**src/sv/osg_pkg.sv**
```systemverilog
// Types and constants of the oval span generator.
`default_nettype none

package osg_pkg;

   localparam int DIAM_W     = 7;
   localparam int BOX_W      = 15;
   localparam int ROW_W      = 6;
   localparam int LEFT_W     = 7;
   localparam int RIGHT_W    = 17;
   localparam int REQ_DATA_W = 32;
   localparam int RSP_DATA_W = 32;
   localparam int RECIP_W    = 17;
   localparam int TERM_W     = 32;
   localparam int PROD_W     = 24;
   localparam int COL_W      = 8;
   localparam int LINE_W     = 7;
   localparam int CNT_W      = 5;

   localparam logic [DIAM_W-1:0] MAX_DIAMETER   = 7'd127;
   localparam logic [TERM_W:0]   UNIT_ONE       = 33'h0_0001_0000;
   localparam logic [CNT_W-1:0]  DIV_STEPS_LAST = 5'd16;

   typedef enum logic [3:0] {
      ST_IDLE,
      ST_DIV_H,
      ST_DIV_V,
      ST_MUL,
      ST_SQR,
      ST_DEC_A0,
      ST_TEST_A0,
      ST_CHECK_ROW,
      ST_TEST_B,
      ST_DEC_A,
      ST_TEST_A,
      ST_EMIT_NEXT,
      ST_FINAL,
      ST_FLUSH
   } state_type;

   typedef enum logic {
      SPAN_START  = 1'b0,
      SPAN_EXPAND = 1'b1
   } span_kind_type;

   typedef struct packed {
      span_kind_type              kind;
      logic [ROW_W-1:0]           row;
      logic signed [LEFT_W-1:0]   left_edge;
      logic signed [RIGHT_W-1:0]  right_edge;
   } span_type;

endpackage

`default_nettype wire

```
**src/sv/oval_span_generator.sv**
```systemverilog
// Oval span generator: walks the upper-left quarter of an oval and emits its span breakpoints.
// Each oval runs two 17-step reciprocal divisions, then a setup, two passes of one shared
// 24x24 multiplier and a compare per column step and per row step, plus an output step per span;
// span output waits while the output register is held by a stalled consumer.
// One oval at a time: the next request is taken once its last span is in the output register.
// Synchronous active-high reset returns the sequencer to idle and empties the output stage.
`default_nettype none

module oval_span_generator (
   input  wire logic                          clock,
   input  wire logic                          reset,
   input  wire logic                          req_tvalid,
   output logic                               req_tready,
   // Fields from bit 0: horiz_diameter[6:0], vert_diameter[13:7], box_width[28:14], zeros.
   input  wire logic [osg_pkg::REQ_DATA_W-1:0] req_tdata,
   output logic                               rsp_tvalid,
   input  wire logic                          rsp_tready,
   // Fields from bit 0: row[5:0], left_edge[12:6], right_edge[29:13], zeros.
   output logic [osg_pkg::RSP_DATA_W-1:0]     rsp_tdata,
   // Fields from bit 0: span_kind.
   output logic                               rsp_tuser,
   output logic                               rsp_tlast
);

   import osg_pkg::*;

   function automatic logic [DIAM_W-1:0] clamp_diam(input logic [DIAM_W-1:0] d);
      logic [DIAM_W-1:0] r;
      r = d;
      if (r == '0) begin
         r = {{(DIAM_W-1){1'b0}}, 1'b1};
      end
      if (r > MAX_DIAMETER) begin
         r = MAX_DIAMETER;
      end
      return r;
   endfunction

   state_type                 state_ff, state_in;
   state_type                 ret_ff, ret_in;
   logic                      horiz_sel_ff, horiz_sel_in;
   logic [DIAM_W-1:0]         h_ff, h_in;
   logic [DIAM_W-1:0]         v_ff, v_in;
   logic [BOX_W-1:0]          w_ff, w_in;
   logic [ROW_W-1:0]          mid_ff, mid_in;
   logic signed [COL_W-1:0]   x_ff, x_in;
   logic [LINE_W-1:0]         y_ff, y_in;
   logic [RECIP_W-1:0]        hr_ff, hr_in;
   logic [RECIP_W-1:0]        vr_ff, vr_in;
   logic [DIAM_W-1:0]         rem_ff, rem_in;
   logic [CNT_W-1:0]          cnt_ff, cnt_in;
   logic [PROD_W-1:0]         prod_ff, prod_in;
   logic [TERM_W-1:0]         a_ff, a_in;
   logic [TERM_W-1:0]         b_ff, b_in;
   span_type                  pend_ff, pend_in;
   span_type                  out_ff, out_in;
   logic                      out_last_ff, out_last_in;
   logic                      out_valid_ff, out_valid_in;

   logic [DIAM_W-1:0]         h_clamp;
   logic [DIAM_W-1:0]         v_clamp;
   logic [DIAM_W-1:0]         v_less;
   logic [DIAM_W-1:0]         div_divisor;
   logic [DIAM_W:0]           rem_shift;
   logic                      div_ge;
   logic [DIAM_W:0]           rem_next;
   logic [9:0]                t_h;
   logic [9:0]                t_v;
   logic [COL_W-1:0]          t_sel;
   logic [RECIP_W-1:0]        r_sel;
   logic [PROD_W-1:0]         mul_x;
   logic [PROD_W-1:0]         mul_y;
   logic [2*PROD_W-1:0]       mul_p;
   logic [TERM_W-1:0]         sq;
   logic [TERM_W:0]           term_sum;
   logic                      sum_lt;
   logic                      sum_gt;
   logic                      x_pos;
   logic [LINE_W-1:0]         y_inc;
   logic                      y_le_mid;
   logic                      y_inc_le_mid;
   logic                      y_inc_lt_mid;
   logic                      y_ge_mid;
   logic                      out_free;
   span_type                  span_at_x;
   span_type                  span_full;

   assign h_clamp = clamp_diam(req_tdata[DIAM_W-1:0]);
   assign v_clamp = clamp_diam(req_tdata[2*DIAM_W-1:DIAM_W]);
   assign v_less  = v_clamp - {{(DIAM_W-1){1'b0}}, 1'b1};

   assign div_divisor = (state_ff == ST_DIV_H) ? h_ff : v_ff;
   assign rem_shift   = {rem_ff, (cnt_ff == DIV_STEPS_LAST)};
   assign div_ge      = rem_shift >= {1'b0, div_divisor};
   assign rem_next    = div_ge ? (rem_shift - {1'b0, div_divisor}) : rem_shift;

   assign t_h   = {3'b000, h_ff} - {x_ff[COL_W-1], x_ff, 1'b0} + 10'd1;
   assign t_v   = {3'b000, v_ff} - {2'b00, y_ff, 1'b0} - 10'd1;
   assign t_sel = horiz_sel_ff ? t_h[COL_W-1:0] : t_v[COL_W-1:0];
   assign r_sel = horiz_sel_ff ? hr_ff : vr_ff;

   assign mul_x = (state_ff == ST_SQR) ? prod_ff : {{(PROD_W-COL_W){1'b0}}, t_sel};
   assign mul_y = (state_ff == ST_SQR) ? prod_ff : {{(PROD_W-RECIP_W){1'b0}}, r_sel};
   assign mul_p = {{PROD_W{1'b0}}, mul_x} * {{PROD_W{1'b0}}, mul_y};
   assign sq    = mul_p[TERM_W+15:16];

   assign term_sum = {1'b0, a_ff} + {1'b0, b_ff};
   assign sum_lt   = term_sum < UNIT_ONE;
   assign sum_gt   = term_sum > UNIT_ONE;

   assign x_pos        = !x_ff[COL_W-1] && (x_ff != '0);
   assign y_inc        = y_ff + {{(LINE_W-1){1'b0}}, 1'b1};
   assign y_le_mid     = y_ff <= {1'b0, mid_ff};
   assign y_inc_le_mid = y_inc <= {1'b0, mid_ff};
   assign y_inc_lt_mid = y_inc < {1'b0, mid_ff};
   assign y_ge_mid     = y_ff >= {1'b0, mid_ff};

   assign out_free = !out_valid_ff || rsp_tready;

   always_comb begin
      span_at_x.kind       = SPAN_START;
      span_at_x.row        = y_ff[ROW_W-1:0];
      span_at_x.left_edge  = x_ff[LEFT_W-1:0];
      span_at_x.right_edge = {2'b00, w_ff} - {{(RIGHT_W-COL_W){x_ff[COL_W-1]}}, x_ff};
      span_full.kind       = SPAN_EXPAND;
      span_full.row        = y_ff[ROW_W-1:0];
      span_full.left_edge  = '0;
      span_full.right_edge = {2'b00, w_ff};
   end

   always_comb begin
      state_in     = state_ff;
      ret_in       = ret_ff;
      horiz_sel_in = horiz_sel_ff;
      h_in         = h_ff;
      v_in         = v_ff;
      w_in         = w_ff;
      mid_in       = mid_ff;
      x_in         = x_ff;
      y_in         = y_ff;
      hr_in        = hr_ff;
      vr_in        = vr_ff;
      rem_in       = rem_ff;
      cnt_in       = cnt_ff;
      prod_in      = prod_ff;
      a_in         = a_ff;
      b_in         = b_ff;
      pend_in      = pend_ff;
      out_in       = out_ff;
      out_last_in  = out_last_ff;
      out_valid_in = out_valid_ff;
      req_tready   = 1'b0;

      if (out_valid_ff && rsp_tready) begin
         out_valid_in = 1'b0;
      end

      case (state_ff)
         ST_IDLE: begin
            req_tready = 1'b1;
            if (req_tvalid) begin
               h_in     = h_clamp;
               v_in     = v_clamp;
               w_in     = req_tdata[2*DIAM_W+BOX_W-1:2*DIAM_W];
               mid_in   = v_less[DIAM_W-1:1];
               x_in     = {2'b00, h_clamp[DIAM_W-1:1]};
               y_in     = '0;
               rem_in   = '0;
               cnt_in   = DIV_STEPS_LAST;
               state_in = ST_DIV_H;
            end
         end
         ST_DIV_H: begin
            rem_in = rem_next[DIAM_W-1:0];
            hr_in  = {hr_ff[RECIP_W-2:0], div_ge};
            cnt_in = cnt_ff - {{(CNT_W-1){1'b0}}, 1'b1};
            if (cnt_ff == '0) begin
               rem_in   = '0;
               cnt_in   = DIV_STEPS_LAST;
               state_in = ST_DIV_V;
            end
         end
         ST_DIV_V: begin
            rem_in = rem_next[DIAM_W-1:0];
            vr_in  = {vr_ff[RECIP_W-2:0], div_ge};
            cnt_in = cnt_ff - {{(CNT_W-1){1'b0}}, 1'b1};
            if (cnt_ff == '0) begin
               horiz_sel_in = 1'b0;
               ret_in       = ST_DEC_A0;
               state_in     = ST_MUL;
            end
         end
         ST_MUL: begin
            prod_in  = mul_p[PROD_W-1:0];
            state_in = ST_SQR;
         end
         ST_SQR: begin
            if (horiz_sel_ff) begin
               a_in = sq;
            end else begin
               b_in = sq;
            end
            state_in = ret_ff;
         end
         ST_DEC_A0: begin
            x_in         = x_ff - {{(COL_W-1){1'b0}}, 1'b1};
            horiz_sel_in = 1'b1;
            ret_in       = ST_TEST_A0;
            state_in     = ST_MUL;
         end
         ST_TEST_A0: begin
            if (sum_lt) begin
               state_in = ST_DEC_A0;
            end else begin
               pend_in  = span_at_x;
               state_in = ST_CHECK_ROW;
            end
         end
         ST_CHECK_ROW: begin
            if (x_pos) begin
               y_in = y_inc;
               if (y_inc_le_mid) begin
                  horiz_sel_in = 1'b0;
                  ret_in       = ST_TEST_B;
                  state_in     = ST_MUL;
               end else begin
                  state_in = ST_FINAL;
               end
            end else begin
               state_in = ST_FINAL;
            end
         end
         ST_TEST_B: begin
            if (sum_gt) begin
               y_in = y_inc;
               if (y_inc_lt_mid) begin
                  horiz_sel_in = 1'b0;
                  ret_in       = ST_TEST_B;
                  state_in     = ST_MUL;
               end else begin
                  state_in = ST_FINAL;
               end
            end else if (y_ge_mid) begin
               state_in = ST_FINAL;
            end else begin
               state_in = ST_DEC_A;
            end
         end
         ST_DEC_A: begin
            x_in         = x_ff - {{(COL_W-1){1'b0}}, 1'b1};
            horiz_sel_in = 1'b1;
            ret_in       = ST_TEST_A;
            state_in     = ST_MUL;
         end
         ST_TEST_A: begin
            if (x_pos && sum_lt) begin
               state_in = ST_DEC_A;
            end else begin
               state_in = ST_EMIT_NEXT;
            end
         end
         ST_EMIT_NEXT: begin
            if (out_free) begin
               out_in         = pend_ff;
               out_last_in    = 1'b0;
               out_valid_in   = 1'b1;
               pend_in        = span_at_x;
               pend_in.kind   = SPAN_EXPAND;
               state_in       = ST_CHECK_ROW;
            end
         end
         ST_FINAL: begin
            if (x_pos && y_le_mid) begin
               if (out_free) begin
                  out_in       = pend_ff;
                  out_last_in  = 1'b0;
                  out_valid_in = 1'b1;
                  pend_in      = span_full;
                  state_in     = ST_FLUSH;
               end
            end else begin
               state_in = ST_FLUSH;
            end
         end
         ST_FLUSH: begin
            if (out_free) begin
               out_in       = pend_ff;
               out_last_in  = 1'b1;
               out_valid_in = 1'b1;
               state_in     = ST_IDLE;
            end
         end
         default: begin
            state_in = ST_IDLE;
         end
      endcase
   end

   always_ff @(posedge clock) begin
      if (reset) begin
         state_ff     <= ST_IDLE;
         ret_ff       <= ST_IDLE;
         horiz_sel_ff <= 1'b0;
         x_ff         <= '0;
         y_ff         <= '0;
         cnt_ff       <= '0;
         out_valid_ff <= 1'b0;
      end else begin
         state_ff     <= state_in;
         ret_ff       <= ret_in;
         horiz_sel_ff <= horiz_sel_in;
         x_ff         <= x_in;
         y_ff         <= y_in;
         cnt_ff       <= cnt_in;
         out_valid_ff <= out_valid_in;
      end
   end

   always_ff @(posedge clock) begin
      h_ff        <= h_in;
      v_ff        <= v_in;
      w_ff        <= w_in;
      mid_ff      <= mid_in;
      hr_ff       <= hr_in;
      vr_ff       <= vr_in;
      rem_ff      <= rem_in;
      prod_ff     <= prod_in;
      a_ff        <= a_in;
      b_ff        <= b_in;
      pend_ff     <= pend_in;
      out_ff      <= out_in;
      out_last_ff <= out_last_in;
   end

   assign rsp_tvalid = out_valid_ff;
   assign rsp_tdata  = {{(RSP_DATA_W-ROW_W-LEFT_W-RIGHT_W){1'b0}},
                        out_ff.right_edge, out_ff.left_edge, out_ff.row};
   assign rsp_tuser  = out_ff.kind;
   assign rsp_tlast  = out_last_ff;

endmodule

`default_nettype wire

```
**config.mk**
```make
export PLATFORM = sky130hd
export DESIGN_NAME = oval_span_generator
export DESIGN_NICKNAME = d
export VERILOG_FILES = /design/src/sv/osg_pkg.sv /design/src/sv/oval_span_generator.sv
export SDC_FILE = /design/constraint.sdc
export NUM_CORES = 2
export LEC_CHECK = 0
export BUFFER_PORTS_ARGS = -buffer_cell sky130_fd_sc_hd__buf_4
export CORE_UTILIZATION = 60
export CTS_CLUSTER_SIZE = 20
export DETAILED_ROUTE_END_ITERATION = 8
export PLACE_DENSITY_LB_ADDON = 0.05
export SKIP_CTS_REPAIR_TIMING = 1
export SLEW_MARGIN = 20
export SYNTH_ARGS = -nofsm -noshare
export SYNTH_HDL_FRONTEND = slang
export SYNTH_SLANG_ARGS = --single-unit
```
**constraint.sdc**
```tcl
create_clock -name clock -period 9.95 [get_ports clock]
set_input_delay 0.4975 -clock clock [delete_from_list [all_inputs] [get_ports clock]]
set_output_delay 0.4975 -clock clock [all_outputs]
set_load 0.02 [all_outputs]
```
==> results.rst <==
.. list-table::
   :header-rows: 1

   * - Metric
     - Value
   * - Most instantiated flip-flop cell in the synthesis netlist
     - edfxtp_1
   * - DR WL/cell
     - 19.46 um
   * - Cell area after layout
     - 34210 um^2
   * - Num CTS Buffers
     - 30
   * - Post-placement setup slack
     - -0.006511 ns
   * - Maximum number of pins on one net before global-route repair
     - 39
   * - Synth Warn #
     - 0
   * - Flops & latches, synth
     - 257
   * - Number of input and output port buffers inserted
     - 66
   * - TritonCTS clock tree
     - yes
   * - Final GP Congestion
     - between 0.9 and 1
   * - Via total after detailed routing
     - 23.08k
   * - Via-to-Cell Ratio
     - roughly 5.7
   * - Cell area after technology mapping
     - between 30000 and 40000 um^2
   * - Cell with the largest stage delay on the worst path
     - fa_1
   * - Final cycle utilization of the critical path
     - 0.9721
   * - Global-route wire length before repair
     - 127900 um
   * - Die height
     - roughly 230 um
   * - Number of instances on the worst hold path
     - 1
   * - Final worst slack
     - between 0.2 and 0.3 ns
   * - Worst clock skew
     - between 0.03 and 0.04 ns
   * - Post-synthesis sequential area ratio
     - 0.2329
   * - Worst rel slew slack
     - 0.2569
   * - Number of distinct library cells after synthesis
     - 82
   * - Via count of the first global-routing pass
     - between 20k and 25k
   * - Worst path arrival time
     - 10.00 ns
   * - Setup Total Neg Slack
     - 0 ns
   * - Initial DRC Count
     - 1527
   * - Critical Path Sink Type
     - flip-flop
   * - Total die area
     - ~54000 um^2
   * - Count of maximum capacitance violations
     - 0
   * - Overall overflow remaining after global route
     - 0
   * - Antenna violations before repair
     - 1
   * - H-tree depth
     - 1
   * - Floorplan core area
     - 52450 um^2
   * - Clock tree sinks
     - 257
   * - Shortest clock period the worst path allows after layout
     - 9.672 ns
   * - CTS root buffer
     - clkbuf_16
   * - Skew-Pair Late Insertion Delay
     - 0.60 ns
   * - Max Fclk
     - 0.1034 GHz
   * - Crit path required time
     - about 10 ns
   * - Startpoint class of the critical path
     - flip-flop
   * - WS Path Type
     - flip-flop to flip-flop
   * - Detailed-router iteration count before antenna repair
     - 5
   * - Final antenna-violating net count
     - 0
   * - Number of enable-type register cells in the synthesized netlist
     - 227
   * - Clk pin slew, worst setup/hold paths
     - about 0.060 ns
   * - Final number of hold-violating endpoints
     - 0
   * - Wire length reported by the detailed router
     - 79120 um
   * - Post-DP HPWL
     - 63470 um
   * - Avg Synthesized Cell Area
     - 9.560 um^2
   * - CP max stage delay
     - roughly 0.62 ns
   * - Starting density of the core
     - 0.6072
   * - I/O pins
     - 72
   * - Kind of path behind the tightest hold check
     - primary input to flip-flop
   * - Number of remaining DRC errors
     - 0
   * - Cell area after placement
     - roughly 33000 um^2
   * - R2R cell count
     - 37
   * - Total of endpoints with negative setup slack in the final report
     - 0
   * - Overall fraction of global-route tracks in use
     - 0.3045
   * - Cells after Synth
     - 3331
   * - Maximum fanout encountered on the critical timing path
     - 11
   * - Worst Tran Pin Value
     - 1.115 ns
   * - Fraction of layout instances using a drive strength above 1
     - 0.06781
   * - Net count, final
     - 4126
   * - Cell Rows
     - 84
   * - Maximum buffer depth of the clock tree
     - 3
   * - Relative area change from synthesis to final layout
     - 7.426%
   * - Die Width
     - 232.4 um
   * - Async set-reset flop share out of synthesis
     - 0
   * - Result of the run
     - completed
   * - Slew Limit Fails
     - 0
## per-stage QoR
stage / utilization / hold WS [ns] / cells
floorplan: - / 0.4003 / 3332
global placement: 0.6316 / 0.4028 / 4008
detailed placement: 0.6316 / 0.4045 / 4008
CTS: 0.6513 / 0.05915 / 4064
global route: 0.6522 / 0.05807 / 4065
finish: 0.6523 / 0.08048 / 4066
## worst paths after layout
| check | start | endpoint | slack, ns |
|---|---|---|---|
| setup / recovery | x_ff[1] | b_ff[18] | 0.28 |
| hold / removal | req_tdata[27] | w_ff[13] | 0.08 |
| setup reg to reg | x_ff[1] | b_ff[18] | 0.28 |
| hold reg to reg | pend_ff[22] | rsp_tdata[11] | 0.42 |
## worst max-delay path: cells and delay by family, from the launching register on
kind,cells,cell delay [ns]
DFF,1,0.32
xor gates and xnor gates,2,0.26
AOI/OAI and AO/OA,14,2.87
buffers and inverters,8,0.83
and+or+nand+nor,3,0.70
adders and majority gates,10,4.41
## state kept, by name, summed over array words and instances (netlist names), 6 cells and up
register   flops
a_ff          32
pend_ff       31
y_ff           7
w_ff          15
rsp_tdata     30
v_ff           7
prod_ff       24
x_ff           8
vr_ff         17
hr_ff         17
mid_ff         6
rem_ff         7
h_ff           7
b_ff          32
## logic make-up (layout without fill, tap and decap cells)
| family | after synthesis | after routing | share of synthesized area |
|---|---|---|---|
| and+or+nand+nor | 892 | 892 | 0.1317 |
| AOI/OAI and AO/OA | 446 | 446 | 0.08962 |
| buffers and inverters | 851 | 896 | 0.1014 |
| muxes | 39 | 39 | 0.01249 |
| xor gates and xnor gates | 108 | 108 | 0.02970 |
| DFF | 257 | 257 | 0.2329 |
| other | 1 | 3 | 0.0001178 |
| adders and majority gates | 737 | 737 | 0.4020 |
## metal layers
layer	GRT usage	up-vias	share of wire
met1	0.4320	11600	0.43
li1	-	10600	-
met3	0.03578	131	0.064
met2	0.4987	741	0.48
met5	0	-	0
met4	0.07771	0	0.026
## layout by cell type, fill, tap and decap left out, types with 7 or more instances in the layout
cell       netlist  final
edfxtp_1       227    227
and3_1          33     33
nor3_1          28     26
nand4_1         14     14
a21oi_1        142    139
xor2_1          41     41
fa_1           477    477
o21bai_1        14     14
a21o_1          57     57
nor4_1          14     14
o21ai_0         75     72
dfxtp_1         30     30
inv_1          712    712
o21a_1          18     18
clkbuf_16        0     30
ha_1           260    259
or3_1           12     12
nor2b_1         22     22
or2_2           11     11
mux2i_1         33     33
a211oi_1        19     19
xnor2_1         67     67
nand2_1        369    369
o21ai_1         19     18
o211ai_1         7      7
nand2b_1        21     21
a31oi_1         19     18
and2_1         133    133
buf_4            4    126
nand3_1         27     27
nor2_1         181    179
## synthesized netlist by cell type (41+ instances only)
cell type / instances / area [um^2]
a21o_1: 57 / 427.9
a21oi_1: 142 / 710.7
and2_1: 133 / 832.1
clkbuf_1: 120 / 450.4
edfxtp_1: 227 / 6817
fa_1: 477 / 9549
ha_1: 260 / 3253
inv_1: 712 / 2673
nand2_1: 369 / 1385
nor2_1: 181 / 679.4
o21ai_0: 75 / 375.4
xnor2_1: 67 / 586.8
xor2_1: 41 / 359.1
## cell type report
cell class	instances	area, um^2
timing repair buffer	126	945.9
tap	688	860.8
sequential	257	7417
clock buffer	36	803.3
antenna	1	2.502
inverter	714	2680
clock inverter	20	230.2
multi-input combinational	2224	21270
fill	4325	18240
Power is left out: the tool's default activity adds up to more than one toggle a clock period on the data nets, which glitch-free logic cannot reach.
